===== config.mk =====
export PLATFORM = sky130hd
export DESIGN_NAME = fla_ram
export DESIGN_NICKNAME = d
export VERILOG_FILES = /design/src/hdl/fla_ram.sv
export SDC_FILE = /design/constraint.sdc
export NUM_CORES = 1
export LEC_CHECK = 0
export ABC_AREA = 1
export BUFFER_PORTS_ARGS = -buffer_cell sky130_fd_sc_hd__buf_2
export CORE_MARGIN = 2
export CORE_UTILIZATION = 50
export CTS_CLUSTER_DIAMETER = 30
export DETAILED_ROUTE_END_ITERATION = 12
export GPL_TIMING_DRIVEN = 0
export PLACE_DENSITY = 0.64
export SYNTH_ARGS = -nofsm -noshare
export SYNTH_HDL_FRONTEND = slang
export SYNTH_SLANG_ARGS = --single-unit

===== constraint.sdc =====
create_clock -name clk -period 1.45 [get_ports clk]
set_input_delay 0.2175 -clock clk [delete_from_list [all_inputs] [get_ports clk]]
set_output_delay 0.2175 -clock clk [all_outputs]
set_load 0.02 [all_outputs]

===== src/hdl/fla_ram.sv =====
// generic single write port ram with registered read
`default_nettype none
module fla_ram #(
  parameter int WIDTH = 8,
  parameter int DEPTH = 16
) (
  input  wire logic                     clk,
  input  wire logic                     we,
  input  wire logic [$clog2(DEPTH)-1:0] waddr,
  input  wire logic [WIDTH-1:0]         wdata,
  input  wire logic                     re,
  input  wire logic [$clog2(DEPTH)-1:0] raddr,
  output logic      [WIDTH-1:0]         rdata
);

  logic [WIDTH-1:0] mem [DEPTH];

  always_ff @(posedge clk) begin
    if (we) begin
      mem[waddr] <= wdata;
    end
    if (re) begin
      rdata <= mem[raddr];
    end
  end

endmodule
`default_nettype wire


==> flow_metrics.tcl <==
set metrics [dict create \
    status "completed" \
    skew_ns 0.00630 \
    start_util 0.512 \
    dp_hpwl_mm 8.96 \
    n_antenna_cell 0 \
    worstHoldStart "re" \
    coreArea_um2 11400 \
    p_per_area_nw_per_um2 1380 \
    worstHoldPathCells 1 \
    htree_levels 4 \
    cts-root-buf "clkbuf_16" \
    synthTopCellsByArea "edfxtp_1 70%, nand2_1 11%, nand3_1 8.3%, inv_1 6.4%, buf_6 1.2%" \
    numCtsBuffers 17 \
    hold_viol 0 \
    route.met3.wl_mm 1.20 \
    syn_area_per_cell_um2 10.6 \
    syn_nets 570 \
    clkTransAtPathRegs_ns 0.06 \
    die_w_um 112 \
    drive_gt1_frac 0.124 \
    viasPerCell 5.30 \
    drtIter0Drc 332 \
    synth_commonest_cells "173 x nand2_1, 136 x edfxtp_1, 100 x inv_1, 97 x nand3_1, 17 x nor2_1" \
    cts_tree "done" \
    wl_met1_mm 6.00 \
    synthesis.area_um2 5850 \
    firstDrtPassIters 5 \
    timing.fmax_ghz 0.779 \
    synth_top_family_by_area "simple AND/OR/NAND/NOR gates" \
    ioPinCount 27 \
    antenna_found_initial 0 \
    tns_ns 0 \
    syn_to_final_growth_pct 14.7 \
    rows 39 \
    grt_pass1_vias 3823 \
    fin_crit_sh 0.886 \
    synth_compound_gate_area_share 0 \
    worstMarginPinSlew_ns 0.968 \
    final_util 0.587 \
    slew_viol_final 0 \
    rr_endpoint "rdata[1]" \
    syn_inst 551 \
    async_flop_share 0 \
    end_kind "register" \
    grt_max_degree 17 \
    grtUsageTotal 0.233 \
    cts.repair.resized 0 \
    hold_class "primary input to register" \
    grt_first_pass_wirelength_mm 21.4 \
    die_area_um2 12600 \
    clk_path_buf_depth 2 \
    nFillCells 932 \
    max-slew-margin-rel 0.353 \
    required_ns 1.49 \
    min_period_ns 1.28 \
    startpoint "waddr[2]" \
    synth_simple_gate_area_frac 0.208 \
    cts_hold_buf 0 \
    r2r_slack_ns 0.26 \
    ant_nets 0 \
    overflow 0 \
    critPathMaxFanout 8 \
    synth_top_area_share 0.698 \
    numClockSinks 136 \
    drc 0 \
    routed_wl_mm 13.9 \
    timing.rr.start "mem[11][1]" \
    synth_edf_count 136 \
    cts_setup_buffers 0 \
    rsz0062_at_grt "no" \
    leakagePower_nw 2.90 \
    yosysMostFrequentCell "nand2_1" \
    gp_congestion 0.866 \
    synthMuxAreaShare 0 \
    peakVddDrop_mv 0.686 \
    synth_warnings 0 \
    ys_seq_area_frac 0.698 \
    synth_xor_area_frac 0 \
    maxCapViolCount 0 \
    vias 3956 \
    ys_types 11 \
    wl_met2_mm 6.39 \
    endpoint "mem[9][6]" \
    synth-seq-cells 136 \
    portBuffers 23 \
    fin_nets 612 \
    top_layer "met4" \
    startpoint_type "primary input" \
    rr_worst_depth 6 \
    yosys_most_used_dff "edfxtp_1" \
    die_y_um 112 \
    clock_latency_ns 0.42 \
    setup_viol 0 \
    yosysTopAreaCell "edfxtp_1" \
    synthAdderAreaFrac 0 \
    wl_per_cell_um 18.6 \
    setup.worst_path.class "primary input to register" \
    cp.arrival_ns 1.32 \
]
-- placed cells by master (no fill, tap or decap) --
| cell | instances |
|---|---|
| buf_1 | 1 |
| buf_2 | 36 |
| buf_4 | 4 |
| buf_6 | 6 |
| bufinv_16 | 3 |
| clkbuf_1 | 3 |
| clkbuf_16 | 17 |
| clkinv_2 | 5 |
| clkinvlp_4 | 2 |
| edfxtp_1 | 136 |
| inv_1 | 100 |
| inv_2 | 2 |
| nand2_1 | 173 |
| nand3_1 | 97 |
| nand3b_1 | 2 |
| nor2_1 | 17 |
-- flip-flops by register name (all words and copies together), names as in the netlist --
register / flops
mem: 128
rdata: 8
-- worst max-delay path, stage by stage --
cell      delay [ns]
buf_2           0.12
nand3b_1        0.22
nor2_1          0.76
-- metrics by stage --
stage	area (um^2)	hold WS (ns)	cells	setup WS, ns	total power [mW]
finish	6710	0.155	747	0.166	9.24
CTS	6710	0.149	747	0.134	9.24
floorplan	5850	0.316	551	0.282	4.87
global route	6710	0.153	747	0.0859	9.47
detailed placement	6140	0.584	717	-0.326	5.11
global placement	6140	0.580	717	-0.327	5.10
-- area by class of cell --
class                           instances  area, um^2  area share
Sequential cell                       136        4080       0.609
Multi-Input combinational cell        289        1210       0.181
Clock buffer                           20         437      0.0651
Inverter                              102         383      0.0571
Tap cell                              143         179      0.0267
Buffer                                 24         166      0.0248
Clock inverter                         10         130      0.0194
Timing Repair Buffer                   23         115      0.0172
-- logic make-up after synthesis --
kind of cell	Yosys count
buffers and inverters	126
AND/OR/NAND/NOR	289
flip-flops	136
-- per-layer routing --
layer / vias to the layer above / GRT usage
met4: 0 / 0.0870
met3: 30 / 0.0610
li1: 1861 / -
met2: 201 / 0.354
met5: - / 0
met1: 1864 / 0.326
-- how the worst min path moves through the flow --
stage,to,slack (ns)
CTS,rdata[4],0.15
detailed placement,rdata[4],0.58
global route,rdata[2],0.15
global placement,rdata[4],0.58
finish,rdata[4],0.16
floorplan,mem[0][0],0.32
-- power by group --
part | internal [mW] | total (mW) | leakage [nW] | switching (mW)
combinational | 0.165 | 0.586 | 1.39 | 0.420
sequential | 4.43 | 4.45 | 1.24 | 0.0209
clock | 2.66 | 4.20 | 0.275 | 1.54
(Power assumes the default switching activity.)
