File: config.mk
export PLATFORM = sky130hd
export DESIGN_NAME = fla_exec
export DESIGN_NICKNAME = d
export VERILOG_FILES = /design/src/hdl/fla_pkg.sv /design/src/hdl/fla_exec.sv
export SDC_FILE = /design/constraint.sdc
export NUM_CORES = 1
export LEC_CHECK = 0
export BUFFER_PORTS_ARGS = -buffer_cell sky130_fd_sc_hd__buf_2
export CORE_AREA = 2 2 112 114
export DETAILED_ROUTE_END_ITERATION = 7
export DIE_AREA = 0 0 114 116
export PLACE_DENSITY = 0.61
export SLEW_MARGIN = 5
export SYNTH_ARGS = -nofsm -noshare
export SYNTH_HDL_FRONTEND = slang
export SYNTH_SLANG_ARGS = --single-unit
File: constraint.sdc
create_clock -name vclk -period 10.4
set_input_delay 1.56 -clock vclk [all_inputs]
set_output_delay 1.56 -clock vclk [all_outputs]
set_load 0.05 [all_outputs]
File: src/hdl/fla_pkg.sv
// shared types and constants of the free list id allocator
`default_nettype none
package fla_pkg;

  localparam int CAPACITY    = 1024;
  localparam int ENTRY_BYTES = 8;
  localparam int ID_W        = $clog2(CAPACITY);
  localparam int DATA_W      = 64;
  localparam int LIMIT_W     = 11;

  localparam logic [DATA_W-1:0]  DATA_MASK   = {DATA_W{1'b1}} >> (DATA_W - 8 * ENTRY_BYTES);
  localparam logic [LIMIT_W-1:0] LIMIT_RESET = LIMIT_W'(1024);
  localparam logic [ID_W-1:0]    TOP_MAX     = ID_W'(CAPACITY - 1);

  typedef enum logic [1:0] {
    CMD_INSERT,
    CMD_RELEASE,
    CMD_GET,
    CMD_NONE
  } cmd_t;

  typedef enum logic [1:0] {
    STAT_OK,
    STAT_LIMIT,
    STAT_FULL,
    STAT_BADREL
  } status_t;

  typedef enum logic {
    S_IDLE,
    S_EXEC
  } state_t;

  typedef struct packed {
    cmd_t              cmd;
    logic [ID_W-1:0]   entry_id;
    logic [DATA_W-1:0] write_data;
  } req_t;

  typedef struct packed {
    logic [ID_W-1:0]   result_id;
    logic [DATA_W-1:0] read_data;
    status_t           status;
  } rsp_t;

  // state update decided by the execute stage
  typedef struct packed {
    logic            stack_we;
    logic            entry_we;
    logic [ID_W-1:0] entry_addr;
    logic [ID_W-1:0] top_next;
    logic [ID_W-1:0] fill_next;
  } upd_t;

endpackage
`default_nettype wire

File: src/hdl/fla_exec.sv
// execute stage: checks a command and decides result and state update
`default_nettype none
module fla_exec (
  input  wire  fla_pkg::req_t                 item,
  input  wire  logic [fla_pkg::ID_W-1:0]      top,
  input  wire  logic [fla_pkg::ID_W-1:0]      fill,
  input  wire  logic [fla_pkg::LIMIT_W-1:0]   alloc_limit,
  input  wire  logic [fla_pkg::ID_W-1:0]      stack_rd,
  input  wire  logic [fla_pkg::DATA_W-1:0]    entry_rd,
  output fla_pkg::rsp_t                       rsp,
  output fla_pkg::upd_t                       upd
);

  logic [fla_pkg::ID_W-1:0] slot;
  logic [fla_pkg::ID_W-1:0] free_id;

  // slots above the fill mark were never written, so their id is taken as their own index
  assign slot    = top + 1'b1;
  assign free_id = (slot > fill) ? slot : stack_rd;

  always_comb begin
    rsp.result_id  = item.entry_id;
    rsp.read_data  = '0;
    rsp.status     = fla_pkg::STAT_OK;
    upd.stack_we   = 1'b0;
    upd.entry_we   = 1'b0;
    upd.entry_addr = free_id;
    upd.top_next   = top;
    upd.fill_next  = fill;
    case (item.cmd)
      fla_pkg::CMD_INSERT: begin
        rsp.result_id = '0;
        if ({1'b0, top} == alloc_limit) begin
          rsp.status = fla_pkg::STAT_LIMIT;
        end else if (top == fla_pkg::TOP_MAX) begin
          rsp.status = fla_pkg::STAT_FULL;
        end else begin
          rsp.result_id = free_id;
          upd.entry_we  = 1'b1;
          upd.top_next  = slot;
          if (slot > fill) begin
            upd.fill_next = slot;
          end
        end
      end
      fla_pkg::CMD_RELEASE: begin
        if (top == '0 || {1'b0, item.entry_id} >= alloc_limit) begin
          rsp.status = fla_pkg::STAT_BADREL;
        end else begin
          rsp.read_data = entry_rd;
          upd.stack_we  = 1'b1;
          upd.top_next  = top - 1'b1;
        end
      end
      fla_pkg::CMD_GET: begin
        rsp.read_data = entry_rd;
      end
      default: begin
      end
    endcase
  end

endmodule
`default_nettype wire

==> metrics.md, run 1 <==
| Metric | Value |
|---|---|
| Total chip power | 0.0002515 W |
| Peak supply drop | 0.00002440 V |
| Post-Syn Nets | 513 |
| Post-Synthesis Cells | 307 |
| Period utilization | 64.00% |
| DIE AREA | 13220 sq um |
| Drt pass-1 iters | 4 |
| Die X | 114 microns |
| Setup WS pre-CTS | 3748 ps |
| Clkbuf count | 0 |
| DR iter-0 viols | 124 |
| Drt via density | 4.505 |
| Fill count | 1378 |
| WL per Instance | 16.24 microns |
| # diodes | 0 |
| Initial Util | 18.58% |
| IO buf count | 225 |
| Synth Area per Inst | 7.210 sq um |
| WHS Path Cells | 3 |
| Ports | 289 |
| Synth cell types | 46 |
| Slowest-stage cell, CP | nor3_1 |
| DR vias | 2973 |
| Seq/Total Area, Yosys | 0% |
| Worst setup margin | 3745 ps |
| Min Tclk post-route | 6656 ps |
| GR Overflow Total | 0 |
| Worst min path class | primary input to output pin |
| Final ANT Viol Nets | 0 |
| Endpoints failing setup | 0 |
| Wire length on met2 | 5467 microns |
| Setup bufs post-CTS | 0 |
| GP Congestion | 0.8514 |
| Setup TNS | 0 ps |
| Slew @ Worst Pin | 572.0 ps |
| Crit path required time | 8840 ps |
| Crit Path Category | primary input to output pin |
| First-pass GRT wire length | 15390 microns |
| RSZ-0062 raised after global routing | false |
| Cell area after synthesis | 2213 sq um |
| CP Data Arrival Time | 5100 ps |
| Leading area contributor after synthesis | and2_1 |
| Reg area | 0 sq um |
| Startpoint types | primary input |
| Die height | 116 microns |
| FMAX | 150.3 MHz |
| DRC Markers | 0 |
| Worst-path cell chain | buf_2 > ha_1 > nand3_1 > nor3_1 > xor2_1 > ha_1 > nand4_1 > nor3_1 > a21oi_1 > a31oi_1 > buf_4 > mux2_1 > a22o_1 > buf_2 |
| Max stage delay on crit path | 530 ps |
| Vias in the first global route | 2721 |
| Row cnt | 40 |
| Max-cap violations | 0 |
| Final wirelength | 10720 microns |
| Number of sequential storage elements | 0 |
| Status | finished clean |
| Crit Path Max Fanout | 14 |
| Hold_buf cts | 0 |
| Area contributors post-synth | and2_1 (19%), ha_1 (14%), mux2_1 (7.1%) |
| P_leak | 1.945 nW |
| Crit path capture type | output pin |
| Initial antenna violation count | 0 |
| Post-synth top area share | 18.65% |
| Fin. Hold Viols | 0 |
| Dpl hpwl | 9336 microns |
| Final Max Tran Viols | 0 |
| Met1 wire length | 4245 microns |
| GRT Util Overall | 14.78% |
| Highest metal used | met4 |
| Area growth from synthesis to layout | 52.85% |
| Rel. slew slack | 61.86% |
| Ratio of cells with drive above 1 in the final layout | 46.78% |
| Post_cts resized | 0 |
| Warnings, synthesis | 0 |
| Met3 WL | 974 microns |
| Pin count of the biggest net entering global routing | 65 |
| Nets | 721 |
| Core area | 11910 sq um |
| Cell Pwr Density | 74.34 nW/um^2 |
-- routing by layer --
layer	global-route usage, %	up-vias
met5	0	-
met4	0.3252	0
met3	2.615	2
met2	28.41	176
met1	18.12	1313
li1	-	1482
-- kinds of logic (layout without fill, tap and decap cells) --
logic type,after synthesis,count (layout),synth area share [%]
mux,19,19,9.666
xor+xnor,24,24,9.497
simple gates,134,134,36.46
compound gates,57,57,18.82
buf+inv,48,254,11.42
fa+ha+maj,25,25,14.13
-- Yosys cell counts (5+ instances only) --
cell and count:
and2_1 66, mux2_1 14, ha_1 25, nand3_1 11, a221o_1 5, xor2_1 14
a21oi_1 13, mux2_2 5, a22o_1 14, nand2_1 11, nor2_1 8, o21ai_0 8
buf_6 7, xnor2_1 10, inv_1 27, and3_1 6, nor3_1 8, buf_2 7
nand4_1 5
-- final cells by class --
type	count	area [sq um]	area share, %
Tap cell	147	183.9	5.436
Multi-Input combinational cell	259	1961	57.95
Timing Repair Buffer	226	1134	33.51
Inverter	28	105.1	3.107
-- power by group --
part	switching [W]	total [W]	internal [W]
logic	0.000179	0.000252	0.0000728
clock network	0	0	0
registers	0	0	0
-- stage by stage --
step | utilization (%) | hold slack (ps) | instances | area [sq um]
detailed placement | 28.40 | 3529 | 660 | 3383
finish | 28.40 | 3529 | 660 | 3383
floorplan | - | 3405 | 307 | 2213
CTS | 28.40 | 3529 | 660 | 3383
global route | 28.40 | 3536 | 660 | 3383
global placement | 28.40 | 3530 | 660 | 3383
-- layout by cell type, fill, tap and decap left out, types with 2 or more instances in the layout --
cell type	synthesis	layout
a21o_1	2	2
a21oi_1	13	13
a221o_1	5	5
a22o_1	14	14
a31oi_1	4	4
and2_1	66	66
and3_1	6	6
buf_2	7	225
ha_1	25	25
inv_1	27	27
mux2_1	14	14
mux2_2	5	5
nand2_1	11	11
nand2b_1	3	3
nand3_1	11	11
nand4_1	5	5
nand4b_1	3	3
nor2_1	8	8
nor2b_1	2	2
nor3_1	8	8
nor4_2	2	2
o21ai_0	8	8
o22ai_1	2	2
or3_1	2	2
xnor2_1	10	10
xor2_1	14	14
-- final timing paths --
kind,start,slack (ps),endpoint
max,top[0],3740,rsp[70]
min,entry_rd[22],3530,rsp[24]
-- critical path: cells and delay by family --
kind	cells	cell delay, ps
compound gates	3	480
buf+inv	3	680
simple gates	4	1060
mux	1	410
fa+ha+maj	2	640
xor+xnor	1	250
Power figures use the tool's default switching activity.
==> inputs of run 2 (changes only) <==
CORE_AREA = 2 2 114 116   (was 2 2 112 114)
DIE_AREA = 0 0 116 118   (was 0 0 114 116)
PLACE_DENSITY = 0.59   (was 0.61)
clock period = 6.6 ns   (was 10.4 ns; I/O delays follow)
==> metrics.md, run 2 (same netlist as run 1, synthesis figures left out) <==
| Metric | Value |
|---|---|
| Dpl hpwl | 10080 microns |
| Final ANT Viol Nets | 0 |
| DP Area | 3422 sq um |
| RSZ-0062 raised after global routing | false |
| GP Congestion | 0.8486 |
| Vias in the first global route | 2776 |
| Row cnt | 41 |
| CP Data Arrival Time | 4490 ps |
| GRT Util Overall | 15.21% |
| Hold_buf cts | 0 |
| Number of sequential storage elements | 0 |
| Total chip power | 0.0003997 W |
| Core area | 12410 sq um |
| First-pass GRT wire length | 15980 microns |
| Fin. Hold Viols | 0 |
| IO buf count | 225 |
| DIE AREA | 13690 sq um |
| Period utilization | 82.99% |
| Nets | 722 |
| Commonest non-fill, non-tap cell in the layout | buf_2 |
| Crit path capture type | output pin |
| Status | finished clean |
| Cell Pwr Density | 116.8 nW/um^2 |
| GR Overflow Total | 0 |
| Area growth from synthesis to layout | 54.61% |
| Worst-path cell chain | buf_2 > ha_1 > nand3_1 > nor3_1 > xor2_1 > ha_1 > nand4_1 > nor3_1 > a21oi_1 > a31oi_1 > buf_4 > mux2_1 > a22o_1 > buf_2 |
| Top delay family on crit path | simple AND/OR/NAND/NOR gates |
| Endpoints failing setup | 0 |
| Clkbuf count | 0 |
| DRC Markers | 0 |
| Final wirelength | 11340 microns |
| Slew @ Worst Pin | 567.1 ps |
| Initial antenna violation count | 0 |
| Slowest-stage cell, CP | nor3_1 |
| Max-cap violations | 0 |
| Reg area | 0 sq um |
| P_leak | 1.950 nW |
| Pin count of the biggest net entering global routing | 65 |
| Final Max Tran Viols | 0 |
| # diodes | 0 |
| Final instance area | 3422 sq um |
| Crit Path Max Fanout | 14 |
| Worst min path class | primary input to output pin |
| WL per Instance | 16.53 microns |
| Drt via density | 4.329 |
| Die height | 118 microns |
| Initial Util | 17.83% |
| Rel. slew slack | 62.19% |
| FMAX | 182.6 MHz |
| Post_cts resized | 0 |
| Max stage delay on crit path | 480 ps |
| Critical path buffers and inverters | 3 |
| Ratio of cells with drive above 1 in the final layout | 46.89% |
| Final hold slack | 2389 ps |
| Peak supply drop | 0.00004250 V |
| Startpoint types | primary input |
| Die X | 116 microns |
| Fill count | 1484 |
| Setup TNS | 0 ps |
| Commonest non-fill, non-tap cells in the layout | buf_2 (225), and2_1 (66), inv_1 (27) |
| Ports | 289 |
| Crit Path Category | primary input to output pin |
| Setup bufs post-CTS | 0 |
| Crit path required time | 5610 ps |
| Drt pass-1 iters | 4 |
| DR vias | 2970 |
| Min Tclk post-route | 5478 ps |
| DR iter-0 viols | 55 |
-- run 2: cell count changes in the layout (fill, tap and decap cells not counted), sizes merged --
| cell | before | now |
|---|---|---|
| buf | 226 | 227 |
-- run 2: metal layers --
metal	routed length (microns)	share of wire, %	vias to the layer above	track usage [%]
met5	0	0	-	0
met4	0	0	0	0
met2	5629	50	173	28.69
met3	1380	12	0	4.943
met1	4331	38	1310	17.49
li1	-	-	1487	-
-- run 2: worst min-delay path: stages --
cell    delay (ps)
buf_2           90
and2_1         120
buf_2          200
-- run 2: where the power goes --
part | leakage, nW | switching [W] | internal (W)
clock network | 0 | 0 | 0
registers | 0 | 0 | 0
logic | 1.95 | 0.000284 | 0.000115
-- run 2: stage by stage --
stage / util (%) / setup WS, ps / std cells
floorplan: - / 1274 / 307
global placement: 27.57 / 1097 / 686
detailed placement: 27.57 / 1098 / 686
CTS: 27.57 / 1097 / 686
global route: 27.57 / 851.6 / 686
finish: 27.57 / 1122 / 686
-- run 2: worst paths after layout --
path	slack, ps	depth (start not counted)	startpoint	end
setup / recovery	1120	14	top[0]	rsp[70]
hold / removal	2390	3	entry_rd[29]	rsp[31]
-- run 2: layout make-up --
cell class	instances	area [sq um]	area share, %
Tap cell	172	215.2	6.289
Timing Repair Buffer	227	1141	33.35
Multi-Input combinational cell	259	1961	57.29
Inverter	28	105.1	3.071
